[src/design/lsft_pkg.sv]
package lsft_pkg;

  localparam int PEAK_BITS   = 18;
  localparam int MAX_LOST    = 4;
  localparam int MAX_DISCARD = 128;
  localparam int ADDR_W      = 5;
  localparam int DATA_W      = 32;
  localparam int DIV_W       = 32;
  localparam int DEN_W       = 8;
  localparam int DIV_CNT_W   = 5;

  localparam logic [1:0] DS_NONE    = 2'd0;
  localparam logic [1:0] DS_FOUND   = 2'd1;
  localparam logic [1:0] DS_NO_ROOM = 2'd2;
  localparam logic [1:0] DS_ERROR   = 2'd3;

  localparam logic [1:0] VD_NOSYNC = 2'd0;
  localparam logic [1:0] VD_SYNC   = 2'd1;
  localparam logic [1:0] VD_ERROR  = 2'd2;

  localparam logic [2:0] REG_SPR    = 3'd0;
  localparam logic [2:0] REG_SFLEN  = 3'd1;
  localparam logic [2:0] REG_SYM    = 3'd2;
  localparam logic [2:0] REG_FAVG   = 3'd3;
  localparam logic [2:0] REG_PERIOD = 3'd4;
  localparam logic [2:0] REG_COEFF  = 3'd5;
  localparam logic [2:0] REG_WIN    = 3'd6;
  localparam logic [2:0] REG_CHK    = 3'd7;

  typedef struct packed {
    logic [2:0]  spr;
    logic [14:0] sflen;
    logic [11:0] sym;
    logic [3:0]  favg;
    logic [7:0]  period;
    logic [15:0] coeff;
    logic [11:0] win;
    logic        chk;
  } cfg_t;

  typedef enum logic [3:0] {
    OP_NONE,
    OP_LOAD,
    OP_EVAL,
    OP_DIV_MOD,
    OP_DIV_Q1,
    OP_ACC,
    OP_DIV_Q2,
    OP_ACC2,
    OP_MUL1,
    OP_MUL2,
    OP_FIN,
    OP_OUT
  } op_t;

  typedef struct packed {
    op_t op;
  } cmd_t;

  typedef struct packed {
    logic found;
    logic period_zero;
    logic frame_zero;
    logic div_done;
    logic out_busy;
  } st_t;

  function automatic logic [3:0] mod10(input logic [4:0] v);
    logic [4:0] t;
    if (v >= 5'd20) begin
      t = v - 5'd20;
    end else if (v >= 5'd10) begin
      t = v - 5'd10;
    end else begin
      t = v;
    end
    return t[3:0];
  endfunction

endpackage

[src/design/lsft_regs.sv]
module lsft_regs (
  input  logic                         clk,
  input  logic                         rst,
  input  logic                         psel,
  input  logic                         penable,
  input  logic                         pwrite,
  input  logic [lsft_pkg::ADDR_W-1:0]  paddr,
  input  logic [lsft_pkg::DATA_W-1:0]  pwdata,
  output logic [lsft_pkg::DATA_W-1:0]  prdata,
  output logic                         pready,
  output lsft_pkg::cfg_t               cfg
);
  import lsft_pkg::*;

  logic [2:0] idx;
  logic       wr;

  assign idx    = paddr[ADDR_W-1:2];
  assign pready = 1'b1;
  assign wr     = psel && penable && pwrite;

  always_ff @(posedge clk) begin
    if (rst) begin
      cfg.spr    <= 3'd1;
      cfg.sflen  <= 15'd1920;
      cfg.sym    <= 12'd128;
      cfg.favg   <= 4'd1;
      cfg.period <= 8'd0;
      cfg.coeff  <= 16'd6554;
      cfg.win    <= 12'd9;
      cfg.chk    <= 1'b1;
    end else if (wr) begin
      case (idx)
        REG_SPR:    cfg.spr    <= pwdata[2:0];
        REG_SFLEN:  cfg.sflen  <= pwdata[14:0];
        REG_SYM:    cfg.sym    <= pwdata[11:0];
        REG_FAVG:   cfg.favg   <= pwdata[3:0];
        REG_PERIOD: cfg.period <= pwdata[7:0];
        REG_COEFF:  cfg.coeff  <= pwdata[15:0];
        REG_WIN:    cfg.win    <= pwdata[11:0];
        REG_CHK:    cfg.chk    <= pwdata[0];
        default: ;
      endcase
    end
  end

  always_comb begin
    case (idx)
      REG_SPR:    prdata = {29'd0, cfg.spr};
      REG_SFLEN:  prdata = {17'd0, cfg.sflen};
      REG_SYM:    prdata = {20'd0, cfg.sym};
      REG_FAVG:   prdata = {28'd0, cfg.favg};
      REG_PERIOD: prdata = {24'd0, cfg.period};
      REG_COEFF:  prdata = {16'd0, cfg.coeff};
      REG_WIN:    prdata = {20'd0, cfg.win};
      REG_CHK:    prdata = {31'd0, cfg.chk};
      default:    prdata = '0;
    endcase
  end

endmodule

[src/design/lsft_div.sv]
module lsft_div (
  input  logic                        clk,
  input  logic                        rst,
  input  logic                        start,
  input  logic [lsft_pkg::DIV_W-1:0]  num,
  input  logic [lsft_pkg::DEN_W-1:0]  den,
  output logic [lsft_pkg::DIV_W-1:0]  quo,
  output logic [lsft_pkg::DEN_W-1:0]  rem,
  output logic                        done
);
  import lsft_pkg::*;

  logic [DIV_W-1:0]     n;
  logic [DEN_W-1:0]     r;
  logic [DEN_W-1:0]     d;
  logic [DIV_CNT_W-1:0] cnt;
  logic                 busy;
  logic [DEN_W:0]       trial;
  logic [DEN_W:0]       diff;
  logic                 ge;

  assign trial = {r, n[DIV_W-1]};
  assign ge    = trial >= {1'b0, d};
  assign diff  = trial - {1'b0, d};
  assign quo   = n;
  assign rem   = r;

  always_ff @(posedge clk) begin
    if (rst) begin
      busy <= 1'b0;
      done <= 1'b0;
      cnt  <= '0;
    end else if (start) begin
      n    <= num;
      d    <= den;
      r    <= '0;
      cnt  <= '0;
      busy <= 1'b1;
      done <= 1'b0;
    end else if (busy) begin
      r   <= ge ? diff[DEN_W-1:0] : trial[DEN_W-1:0];
      n   <= {n[DIV_W-2:0], ge};
      cnt <= cnt + 1'b1;
      if (cnt == DIV_CNT_W'(DIV_W - 1)) begin
        busy <= 1'b0;
        done <= 1'b1;
      end
    end
  end

endmodule

[src/design/lsft_dp.sv]
module lsft_dp (
  input  logic                 clk,
  input  logic                 rst,
  input  lsft_pkg::cfg_t       cfg,
  input  lsft_pkg::cmd_t       cmd,
  output lsft_pkg::st_t        st,
  input  logic [1:0]           detect_status,
  input  logic [17:0]          peak_index,
  input  logic                 sss_seen,
  input  logic [3:0]           detected_subframe,
  output logic                 out_valid,
  input  logic                 out_ready,
  output logic [1:0]           sync_verdict,
  output logic                 tracking,
  output logic [3:0]           subframe_index,
  output logic [17:0]          realign_read,
  output logic [6:0]           discard_count,
  output logic signed [12:0]   sample_offset,
  output logic [17:0]          peak_position,
  output logic signed [31:0]   sfo_estimate
);
  import lsft_pkg::*;

  logic               track_mode;
  logic [3:0]         sf_cnt;
  logic [3:0]         found_count;
  logic [2:0]         lost_count;
  logic [15:0]        good_count;
  logic signed [31:0] acc;
  logic signed [31:0] sfo;
  logic [17:0]        exp_peak;
  logic signed [12:0] last_off;

  logic [1:0]         in_status;
  logic [17:0]        in_peak;
  logic               in_sss;
  logic [3:0]         in_det;

  logic [1:0]         verdict;
  logic [17:0]        realign;
  logic [6:0]         discard;
  logic               found;
  logic               frame_zero;
  logic signed [31:0] acc_new;
  logic signed [31:0] acc2;
  logic signed [49:0] prod1;
  logic signed [49:0] prod2;

  logic [3:0]         cnt_det;
  logic [3:0]         cnt_trk;
  logic               pilot;
  logic [3:0]         fc_inc;
  logic               peak_early;
  logic [18:0]        rf_sum;
  logic [17:0]        rf_clamp;
  logic [17:0]        room_prod;
  logic [2:0]         lost_inc;
  logic               lost_out;
  logic signed [19:0] off_raw;
  logic signed [12:0] off_sat;

  logic               div_start;
  logic [DIV_W-1:0]   div_num;
  logic [DIV_W-1:0]   div_q;
  logic [DEN_W-1:0]   div_rem;
  logic               div_done;
  logic [12:0]        off_mag;
  logic [31:0]        accn_mag;
  logic [31:0]        q_signed;
  logic signed [32:0] acc_sum;
  logic signed [31:0] acc_sat;

  logic signed [17:0] mul_a;
  logic signed [31:0] mul_b;
  logic signed [49:0] mul_p;

  logic signed [50:0] ema_sum;
  logic [50:0]        ema_mag;
  logic [50:0]        ema_t;
  logic signed [35:0] ema_val;
  logic signed [31:0] ema_sat;
  logic [31:0]        pend_t;
  logic [15:0]        pend_r;
  logic [6:0]         disc_val;
  logic signed [19:0] ep_sum;
  logic [17:0]        ep_clamp;

  assign cnt_det    = mod10({1'b0, in_det} + {2'b0, cfg.spr});
  assign cnt_trk    = mod10({1'b0, sf_cnt} + {2'b0, cfg.spr});
  assign pilot      = (cnt_trk == 4'd0) || (cnt_trk == 4'd5);
  assign fc_inc     = (found_count == 4'd15) ? found_count : found_count + 4'd1;
  assign peak_early = {1'b0, in_peak} < {6'b0, cfg.sym, 1'b0};
  assign rf_sum     = {1'b0, in_peak} + {5'b0, cfg.sflen[14:1]};
  assign rf_clamp   = rf_sum[18] ? {PEAK_BITS{1'b1}} : rf_sum[17:0];
  assign room_prod  = 18'(cfg.spr) * 18'(cfg.sflen);
  assign lost_inc   = (lost_count == 3'd7) ? lost_count : lost_count + 3'd1;
  assign lost_out   = lost_inc >= 3'(MAX_LOST);
  assign off_raw    = $signed({2'b0, in_peak}) - $signed({9'b0, cfg.win[11:1]})
                    - $signed({8'b0, cfg.sym});

  always_comb begin
    if (off_raw > 20'sd4095) begin
      off_sat = 13'sd4095;
    end else if (off_raw < -20'sd4096) begin
      off_sat = -13'sd4096;
    end else begin
      off_sat = off_raw[12:0];
    end
  end

  assign off_mag  = last_off[12] ? 13'(-last_off) : 13'(last_off);
  assign accn_mag = acc_new[31] ? (~acc_new + 32'd1) : acc_new;

  assign div_start = (cmd.op == OP_DIV_MOD) || (cmd.op == OP_DIV_Q1) ||
                     (cmd.op == OP_DIV_Q2);

  always_comb begin
    case (cmd.op)
      OP_DIV_MOD: div_num = {16'd0, good_count};
      OP_DIV_Q1:  div_num = {3'd0, off_mag, 16'd0} + {25'd0, cfg.period[7:1]};
      OP_DIV_Q2:  div_num = accn_mag + {25'd0, cfg.period[7:1]};
      default:    div_num = '0;
    endcase
  end

  lsft_div u_div (
    .clk   (clk),
    .rst   (rst),
    .start (div_start),
    .num   (div_num),
    .den   (cfg.period),
    .quo   (div_q),
    .rem   (div_rem),
    .done  (div_done)
  );

  assign q_signed = last_off[12] ? (~div_q + 32'd1) : div_q;
  assign acc_sum  = {acc[31], acc} + {q_signed[31], q_signed};

  always_comb begin
    if (acc_sum > 33'sh0_7FFF_FFFF) begin
      acc_sat = 32'sh7FFF_FFFF;
    end else if (acc_sum < -33'sh0_8000_0000) begin
      acc_sat = 32'sh8000_0000;
    end else begin
      acc_sat = acc_sum[31:0];
    end
  end

  always_comb begin
    if (cmd.op == OP_MUL2) begin
      mul_a = $signed(18'h10000 - {2'b0, cfg.coeff});
      mul_b = sfo;
    end else begin
      mul_a = $signed({2'b0, cfg.coeff});
      mul_b = acc2;
    end
  end

  assign mul_p = mul_a * mul_b;

  assign ema_sum = {prod1[49], prod1} + {prod2[49], prod2};
  assign ema_mag = ema_sum[50] ? 51'(-ema_sum) : 51'(ema_sum);
  assign ema_t   = ema_mag + 51'd32768;
  assign ema_val = ema_sum[50] ? -$signed({1'b0, ema_t[50:16]})
                               : $signed({1'b0, ema_t[50:16]});

  always_comb begin
    if (ema_val > 36'sh0_7FFF_FFFF) begin
      ema_sat = 32'sh7FFF_FFFF;
    end else if (ema_val < -36'sh0_8000_0000) begin
      ema_sat = 32'sh8000_0000;
    end else begin
      ema_sat = ema_val[31:0];
    end
  end

  assign pend_t   = accn_mag + 32'd32768;
  assign pend_r   = pend_t[31:16];
  assign disc_val = (!acc_new[31] && pend_r != 16'd0 && pend_r < 16'(MAX_DISCARD))
                  ? pend_r[6:0] : 7'd0;
  assign ep_sum   = $signed({6'b0, cfg.sflen[14:1]}) + 20'(last_off);
  assign ep_clamp = ep_sum[19] ? 18'd0 : ep_sum[17:0];

  always_ff @(posedge clk) begin
    if (rst) begin
      track_mode  <= 1'b0;
      sf_cnt      <= '0;
      found_count <= '0;
      lost_count  <= '0;
      good_count  <= '0;
      acc         <= '0;
      sfo         <= '0;
      exp_peak    <= '0;
      last_off    <= '0;
      found       <= 1'b0;
      frame_zero  <= 1'b1;
    end else begin
      case (cmd.op)
        OP_LOAD: begin
          in_status <= detect_status;
          in_peak   <= peak_index;
          in_sss    <= sss_seen;
          in_det    <= detected_subframe;
        end
        OP_EVAL: begin
          verdict    <= VD_NOSYNC;
          realign    <= '0;
          discard    <= '0;
          found      <= 1'b0;
          frame_zero <= 1'b1;
          if (!track_mode) begin
            case (in_status)
              DS_ERROR: verdict <= VD_ERROR;
              DS_FOUND: begin
                exp_peak <= in_peak;
                if (in_sss) sf_cnt <= cnt_det;
                if (fc_inc >= cfg.favg || peak_early) begin
                  realign     <= rf_clamp;
                  good_count  <= '0;
                  lost_count  <= '0;
                  found_count <= '0;
                  acc         <= '0;
                  track_mode  <= 1'b1;
                end else begin
                  found_count <= fc_inc;
                end
              end
              DS_NO_ROOM: realign <= {1'b0, room_prod[17:1]};
              default: ;
            endcase
          end else begin
            verdict <= VD_SYNC;
            sf_cnt  <= cnt_trk;
            if (pilot) begin
              case (in_status)
                DS_ERROR: verdict <= VD_ERROR;
                DS_NO_ROOM: begin
                  verdict    <= VD_NOSYNC;
                  track_mode <= 1'b0;
                end
                DS_NONE: begin
                  lost_count <= lost_inc;
                  if (lost_out) begin
                    track_mode <= 1'b0;
                    verdict    <= VD_NOSYNC;
                  end
                end
                default: begin
                  if (cnt_trk != in_det && cfg.chk && in_sss) begin
                    lost_count <= lost_inc;
                    if (lost_out) track_mode <= 1'b0;
                  end else begin
                    lost_count <= '0;
                  end
                  last_off <= off_sat;
                  found    <= 1'b1;
                end
              endcase
            end
          end
        end
        OP_DIV_Q1: frame_zero <= (div_rem == '0);
        OP_ACC: begin
          if (cfg.period == '0) begin
            acc_new <= {{3{last_off[12]}}, last_off, 16'd0};
            acc2    <= {{3{last_off[12]}}, last_off, 16'd0};
          end else begin
            acc_new <= acc_sat;
          end
        end
        OP_ACC2: acc2 <= acc_new[31] ? (~div_q + 32'd1) : div_q;
        OP_MUL1: prod1 <= mul_p;
        OP_MUL2: prod2 <= mul_p;
        OP_FIN: begin
          if (frame_zero) begin
            sfo     <= ema_sat;
            acc     <= '0;
            discard <= disc_val;
          end else begin
            acc <= acc_new;
          end
          exp_peak   <= ep_clamp;
          good_count <= good_count + 16'd1;
        end
        OP_OUT: begin
          sync_verdict   <= verdict;
          tracking       <= track_mode;
          subframe_index <= sf_cnt;
          realign_read   <= realign;
          discard_count  <= discard;
          sample_offset  <= last_off;
          peak_position  <= exp_peak;
          sfo_estimate   <= sfo;
        end
        default: ;
      endcase
    end
  end

  always_ff @(posedge clk) begin
    if (rst) begin
      out_valid <= 1'b0;
    end else if (cmd.op == OP_OUT) begin
      out_valid <= 1'b1;
    end else if (out_ready) begin
      out_valid <= 1'b0;
    end
  end

  assign st.found       = found;
  assign st.period_zero = (cfg.period == '0);
  assign st.frame_zero  = frame_zero;
  assign st.div_done    = div_done;
  assign st.out_busy    = out_valid && !out_ready;

endmodule

[src/design/lsft_ctrl.sv]
module lsft_ctrl (
  input  logic           clk,
  input  logic           rst,
  input  logic           in_valid,
  output logic           in_ready,
  input  lsft_pkg::st_t  st,
  output lsft_pkg::cmd_t cmd
);
  import lsft_pkg::*;

  typedef enum logic [3:0] {
    S_IDLE, S_EVAL, S_CHECK, S_MODG, S_MODW, S_Q1G, S_Q1W, S_ACC,
    S_Q2G, S_Q2W, S_ACC2, S_MUL1, S_MUL2, S_FIN, S_OUT
  } state_t;

  state_t state;

  assign in_ready = (state == S_IDLE);

  always_comb begin
    case (state)
      S_IDLE:  cmd.op = in_valid ? OP_LOAD : OP_NONE;
      S_EVAL:  cmd.op = OP_EVAL;
      S_MODG:  cmd.op = OP_DIV_MOD;
      S_Q1G:   cmd.op = OP_DIV_Q1;
      S_ACC:   cmd.op = OP_ACC;
      S_Q2G:   cmd.op = OP_DIV_Q2;
      S_ACC2:  cmd.op = OP_ACC2;
      S_MUL1:  cmd.op = OP_MUL1;
      S_MUL2:  cmd.op = OP_MUL2;
      S_FIN:   cmd.op = OP_FIN;
      S_OUT:   cmd.op = st.out_busy ? OP_NONE : OP_OUT;
      default: cmd.op = OP_NONE;
    endcase
  end

  always_ff @(posedge clk) begin
    if (rst) begin
      state <= S_IDLE;
    end else begin
      case (state)
        S_IDLE:  if (in_valid) state <= S_EVAL;
        S_EVAL:  state <= S_CHECK;
        S_CHECK: begin
          if (!st.found) begin
            state <= S_OUT;
          end else if (st.period_zero) begin
            state <= S_ACC;
          end else begin
            state <= S_MODG;
          end
        end
        S_MODG:  state <= S_MODW;
        S_MODW:  if (st.div_done) state <= S_Q1G;
        S_Q1G:   state <= S_Q1W;
        S_Q1W:   if (st.div_done) state <= S_ACC;
        S_ACC: begin
          if (!st.frame_zero) begin
            state <= S_FIN;
          end else if (st.period_zero) begin
            state <= S_MUL1;
          end else begin
            state <= S_Q2G;
          end
        end
        S_Q2G:   state <= S_Q2W;
        S_Q2W:   if (st.div_done) state <= S_ACC2;
        S_ACC2:  state <= S_MUL1;
        S_MUL1:  state <= S_MUL2;
        S_MUL2:  state <= S_FIN;
        S_FIN:   state <= S_OUT;
        S_OUT:   if (!st.out_busy) state <= S_IDLE;
        default: state <= S_IDLE;
      endcase
    end
  end

endmodule

[src/design/lte_subframe_sync_find_track_core.sv]
// Sequence: in find mode and on non-pilot subframes an input beat is loaded,
// evaluated and offered as a result; a tracking step with a zero period adds the
// accumulate, two multiply steps and the finish step, and one with a period adds up
// to three serial divides (subframe phase, offset share, average) as well.
// Throughput: the next input beat is taken as the result is offered, so a new beat
// waits until the last result is taken. Reset: synchronous rst returns to find mode,
// clears all counters and averages and loads the register defaults.
module lte_subframe_sync_find_track_core (
  input  logic                         clk,
  input  logic                         rst,
  input  logic                         psel,
  input  logic                         penable,
  input  logic                         pwrite,
  input  logic [lsft_pkg::ADDR_W-1:0]  paddr,
  input  logic [lsft_pkg::DATA_W-1:0]  pwdata,
  output logic [lsft_pkg::DATA_W-1:0]  prdata,
  output logic                         pready,
  input  logic                         in_valid,
  output logic                         in_ready,
  input  logic [1:0]                   detect_status,
  input  logic [17:0]                  peak_index,
  input  logic                         sss_seen,
  input  logic [3:0]                   detected_subframe,
  output logic                         out_valid,
  input  logic                         out_ready,
  output logic [1:0]                   sync_verdict,
  output logic                         tracking,
  output logic [3:0]                   subframe_index,
  output logic [17:0]                  realign_read,
  output logic [6:0]                   discard_count,
  output logic signed [12:0]           sample_offset,
  output logic [17:0]                  peak_position,
  output logic signed [31:0]           sfo_estimate
);
  import lsft_pkg::*;

  cfg_t cfg;
  cmd_t cmd;
  st_t  st;

  lsft_regs u_regs (
    .clk     (clk),
    .rst     (rst),
    .psel    (psel),
    .penable (penable),
    .pwrite  (pwrite),
    .paddr   (paddr),
    .pwdata  (pwdata),
    .prdata  (prdata),
    .pready  (pready),
    .cfg     (cfg)
  );

  lsft_ctrl u_ctrl (
    .clk      (clk),
    .rst      (rst),
    .in_valid (in_valid),
    .in_ready (in_ready),
    .st       (st),
    .cmd      (cmd)
  );

  lsft_dp u_dp (
    .clk               (clk),
    .rst               (rst),
    .cfg               (cfg),
    .cmd               (cmd),
    .st                (st),
    .detect_status     (detect_status),
    .peak_index        (peak_index),
    .sss_seen          (sss_seen),
    .detected_subframe (detected_subframe),
    .out_valid         (out_valid),
    .out_ready         (out_ready),
    .sync_verdict      (sync_verdict),
    .tracking          (tracking),
    .subframe_index    (subframe_index),
    .realign_read      (realign_read),
    .discard_count     (discard_count),
    .sample_offset     (sample_offset),
    .peak_position     (peak_position),
    .sfo_estimate      (sfo_estimate)
  );

endmodule
[config.mk]
export PLATFORM = sky130hd
export DESIGN_NAME = lte_subframe_sync_find_track_core
export DESIGN_NICKNAME = d
export VERILOG_FILES = /design/src/design/lsft_pkg.sv /design/src/design/lsft_regs.sv /design/src/design/lsft_div.sv /design/src/design/lsft_dp.sv /design/src/design/lsft_ctrl.sv /design/src/design/lte_subframe_sync_find_track_core.sv
export SDC_FILE = /design/constraint.sdc
export NUM_CORES = 2
export LEC_CHECK = 0
export BUFFER_PORTS_ARGS = -buffer_cell sky130_fd_sc_hd__buf_2
export CAP_MARGIN = 20
export CORE_ASPECT_RATIO = 1.4
export CORE_MARGIN = 5
export CORE_UTILIZATION = 50
export CTS_CLUSTER_DIAMETER = 150
export CTS_CLUSTER_SIZE = 8
export DETAILED_ROUTE_END_ITERATION = 8
export PLACE_DENSITY = 0.66
export SLEW_MARGIN = 20
export SYNTH_ARGS = -nofsm -noshare
export SYNTH_HDL_FRONTEND = slang
export SYNTH_HIERARCHICAL = 1
export SYNTH_SLANG_ARGS = --single-unit
[constraint.sdc]
create_clock -name clk -period 14.9 [get_ports clk]
set_input_delay 2.235 -clock clk [delete_from_list [all_inputs] [get_ports clk]]
set_output_delay 2.235 -clock clk [all_outputs]
set_load 0.01 [all_outputs]
Word level (Yosys, flattened, before mapping)
Cells that the tools add are included.

Flip-flop bits (word level): 567. Bits of input ports: 69. Output and inout bits: 130. Logic and storage cells: 298.

Add/subtract/negate cells: 27. Multipliers: 2. Order comparisons: 15. Eq/ne operators: 52. Multiplexer cells: 92. Bitwise gates (word level): 5. Reductions and logical operators: 58.

Operators by type and width (number): 2-to-1 mux 32 bit (16); one-hot mux 32 bit (8 select lines) (1); one-hot mux 32 bit (2 select lines) (2); 2-to-1 mux 18 bit (6); one-hot mux 32 bit (3 select lines) (1); one-hot mux 18 bit (2 select lines) (2); 2-to-1 mux 4 bit (17); adder 32 x 1 -> 32 bit, second input constant (2); NOT 32 bit (2); one-hot mux 4 bit (15 select lines) (1); adder 50 x 50 -> 51 bit (1); adder 51 x 16 -> 51 bit, second input constant (1); 2-to-1 mux 51 bit (1); negation 51 bit (1); multiplier 18 x 32 -> 50 bit (1); == test 4 bit, second input constant (12); 2-to-1 mux 16 bit (3); one-hot mux 4 bit (11 select lines) (1); 2-to-1 mux 13 bit (3); == test 4 x 3 -> 1 bit, second input constant (9); > comparator 36 x 32 -> 1 bit, second input constant (1); < comparator 36 x 32 -> 1 bit, second input constant (1); 2-to-1 mux 36 bit (1); negation 35 -> 36 bit (1); other kinds (68) (164).

Depth between registers and ports, before layout
Depth after elaboration: 11. Gate-level depth with buffers: 46. Gate-level depth less buffers: 41.

Hierarchy
Netlist, hierarchy kept.

By module, submodules not included: lsft_dp (instances 1, cells each 5814, area an instance 50926.3 um^2, sequential area each 11861.4 um^2); lsft_regs (instances 1, cells each 365, area an instance 3624.7 um^2, sequential area each 1421.4 um^2); lsft_div (instances 1, cells each 189, area an instance 2688.8 um^2, sequential area each 1581.5 um^2); lsft_ctrl (instances 1, cells each 66, area an instance 478.0 um^2, sequential area each 80.1 um^2).

Worst setup path after synthesis
No wires, ideal clock.

Path kind: input to register. Start: input out_ready. End: register u_dp.prod1[48], data pin. Library setup time: 0.262 ns. Arrival time: 10.980 ns. Data required time: 14.638 ns. Slack: 3.658 ns. Cell stages on the path: 35. Path through: nor2b_1 a21boi_1 a21oi_1 o21ai_1 o31a_1 clkbuf_1 nand2b_1 nand2b_1 clkbuf_1 clkbuf_1 clkbuf_1 mux2i_1 nor2_1 fa_1 fa_1 inv_1 fa_1 fa_1 fa_1 inv_1 fa_1 ha_1 a21o_1 a21o_1 or3_1 a211oi_1 o31ai_1 o211ai_1 a31oi_1 a221o_1 a21boi_0 o21bai_1 a221o_1 a21oi_1 xnor2_1.

RTL lines: from (decl) (line lte_subframe_sync_find_track_core.sv:25) `input logic out_ready,`; to (signal assigned) (line lsft_dp.sv:273) `OP_MUL1: prod1 <= mul_p;`; to (decl) (line lsft_dp.sv:46) `logic signed [49:0] prod1;`.

==> impl_metrics.tcl <==
set metrics [dict create \
    grtUsageMet1 0.301 \
    path_clk_slew_ps 50 \
    max_cap_violations 0 \
    ant_nets 0 \
    hold_buffers 0 \
    gp_congestion 0.928 \
    hp-class "reg2reg" \
    gr-total-overflow 0 \
    wire_per_inst_um 20.4 \
    slew_headroom 0.281 \
    root_buffer "clkbuf_16" \
    area_growth_pct 8.05 \
    ir_drop_mv 0.131 \
    min_period_ps 12350 \
    synth_cells 6434 \
    fp.dieW_um 297 \
    clkPwrFrac 0.195 \
    cts.sinks 567 \
    rows 147 \
    gr-usage-all-layers 0.262 \
    syn_area_um2 57700 \
    clock_latency_ps 690 \
    cts_tree "built" \
    drtIter0Drc 3257 \
    p_sw_frac 0.414 \
    cpPeakStageDelay_ps 790 \
    async_reset_ff_frac 0 \
    cts_resized 0 \
    outcome "completed" \
    hold_path_depth 0 \
    r2r_start "u_ctrl/state[1]" \
    setup_tns_ps 0 \
    path_class "in2reg" \
    grt_pass1_wl_um 257000 \
    finalClockSkew_ps 86.2 \
    post_cts_buffers 0 \
    fin_crit_sh 0.829 \
    use_met3 0.0335 \
    dpl-instance-area_um2 59900 \
    antenna_found_initial 2 \
    grt_pass1_vias 47100 \
    synth_flop_cell "edfxtp_1" \
    port_buffers 163 \
    hold_violations 0 \
    dpl.hpwl_um 129000 \
    synth_edf_count 359 \
    avgSynthCellArea_um2 8.97 \
    crit_path_max_fanout 48 \
    pin_count 199 \
    synth_area_leaders "fa_1 (19%), edfxtp_1 (19%), dfxtp_1 (7.2%), ha_1 (7.1%), nand2_1 (5.2%)" \
    r2r_cells 38 \
    core_area_um2 115000 \
    finalInstanceArea_um2 62400 \
    start_kind "input pin" \
    rsz0062_at_grt "no" \
    vias 46400 \
    drc 0 \
    synth-seq-cells 567 \
    fmax_ghz 0.0810 \
    cpMostUsedCell "a21oi_1" \
    synth.largest_area_cell "fa_1" \
    arrival_ps 12770 \
    min_from "u_dp/realign[1]" \
    h-tree-depth 3 \
    drive_gt1_frac 0.0786 \
    die_y_um 412 \
    grt_start_max_net_pins 115 \
    firstDrtPassIters 7 \
    met2_usage 0.480 \
    internal-power_w 0.00530 \
    r2r_end "u_dp/prod2[48]" \
    cp.required_ps 15320 \
    fin_nets 7407 \
    synth_top_area_frac 0.189 \
    rrSetupSlack_ps 3510 \
    power_switching_w 0.00375 \
    slowest_stage "xnor2_2" \
    holdPathEnd "u_dp/realign_read[1]" \
    seqPwrFrac 0.268 \
    powerDensity_nw_per_um2 145 \
    die_area_um2 122000 \
    final_util 0.543 \
    yosysWarnings 6 \
    holdWs_ps 418 \
    via_per_inst 5.79 \
    combPwrFrac 0.537 \
    clockBufferDepth 3 \
    start_util 0.503 \
    finalPower_w 0.00904 \
    grt_busiest_layer "met2" \
    p_leak_nw 26.8 \
    finalSetupViolCount 0 \
    finalMaxSlewViolations 0 \
    crit_path_end_kind "register" \
    seq_area_frac_synth 0.259 \
    worst_slew_pin_slew_ps 1070 \
    wl_um 164000 \
    cts_buffers 80 \
    ys_types 130 \
]
[cells by family (layout without fill, tap and decap cells)]
logic type / Yosys count / count (layout) / synth area share
and+or+nand+nor: 2200 / 2200 / 0.177
AOI/OAI and AO/OA: 1137 / 1137 / 0.136
buffers and inverters: 1071 / 1149 / 0.0740
adders and majority gates: 873 / 873 / 0.260
DFF: 567 / 567 / 0.259
xor gates and xnor gates: 397 / 397 / 0.0605
muxes: 187 / 187 / 0.0339
other: 2 / 18 / 0.000130
[worst max-delay path by stage]
stage                                 to  slack, ps      start  depth (start not counted)
after detailed placement  u_dp/prod1[48]       1930  out_ready                         39
final                     u_dp/prod2[48]       2550  out_ready                         39
after CTS                 u_dp/prod2[48]       2620  out_ready                         39
after global placement    u_dp/prod1[48]       2110  out_ready                         39
after global routing      u_dp/prod1[48]       1940  out_ready                         39
after floorplan           u_dp/prod1[48]       3660  out_ready                         35
[critical path, delay by kind of cell]
| family | cells | cell delay (ps) |
|---|---|---|
| AOI/OAI and AO/OA | 21 | 5140 |
| adders and majority gates | 6 | 2450 |
| and+or+nand+nor | 5 | 1440 |
| xor gates and xnor gates | 2 | 880 |
| buffers and inverters | 5 | 540 |
[synthesized netlist by cell type (all sizes together) (43+ instances only)]
| cell | n |
|---|---|
| nor2 | 648 |
| nand3 | 124 |
| xor2 | 160 |
| xnor2 | 236 |
| a22oi | 67 |
| a21o | 82 |
| a211oi | 59 |
| buf | 88 |
| nor2b | 43 |
| nor3 | 97 |
| nand2b | 131 |
| o21ai | 235 |
| clkbuf | 220 |
| nand2 | 798 |
| ha | 328 |
| mux2 | 46 |
| dfxtp | 208 |
| fa | 545 |
| or3 | 90 |
| a21oi | 255 |
| edfxtp | 359 |
| mux2i | 139 |
| inv | 762 |
[stage by stage]
step                std cells  setup WS (ps)
floorplan                6449           3660
global placement         7872           2110
detailed placement       7872           1930
CTS                      8016           2620
global route             8018           1940
finish                   8018           2550
[cell type report]
type | instances | area, um^2
timing repair buffer | 242 | 1440
tap | 1490 | 1860
fill | 10500 | 52400
sequential | 567 | 14900
multi-input combinational | 4811 | 38800
antenna | 1 | 2.50
inverter | 763 | 2860
clock buffer | 137 | 2220
clock inverter | 7 | 210
[per-layer routing]
| layer | vias to the layer above | share of wire |
|---|---|---|
| met4 | 0 | 0.056 |
| met3 | 410 | 0.053 |
| met5 | - | 0 |
| li1 | 21800 | - |
| met1 | 22800 | 0.38 |
| met2 | 1462 | 0.51 |
[registers in the layout, summed over array words and instances (netlist names), 32 cells and up]
name and cells:
u_dp/acc 32, u_dp/sfo_estimate 32, u_dp/u_div/quo 32, u_dp/prod2 50
u_dp/sfo 32, u_regs/cfg 71, u_dp/prod1 50, u_dp/acc_new 32
u_dp/acc2 32
[cell usage in the layout (no fill, tap or decap), types with 162 or more instances in the layout]
cell      synthesis  routed
fa_1            545     545
dfxtp_1         208     207
xnor2_1         236     225
nand2_1         793     792
inv_1           761     761
o21ai_0         223     222
nor2_1          647     640
ha_1            328     328
a21oi_1         249     248
edfxtp_1        359     359
buf_2            32     162
[power by group through the flow]
| stage | Combinational, W | Sequential, W | Clock (W) |
|---|---|---|---|
| 2_1_floorplan | 0.00384 | 0.00236 | 0 |
| 3_3_place_gp | 0.00469 | 0.00244 | 0 |
| 3_5_place_dp | 0.00483 | 0.00245 | 0 |
| 4_1_cts | 0.00486 | 0.00242 | 0.00181 |
| 5_1_grt | 0.00551 | 0.00244 | 0.00187 |
| 6_report | 0.00486 | 0.00242 | 0.00177 |
(Power assumes the default switching activity.)
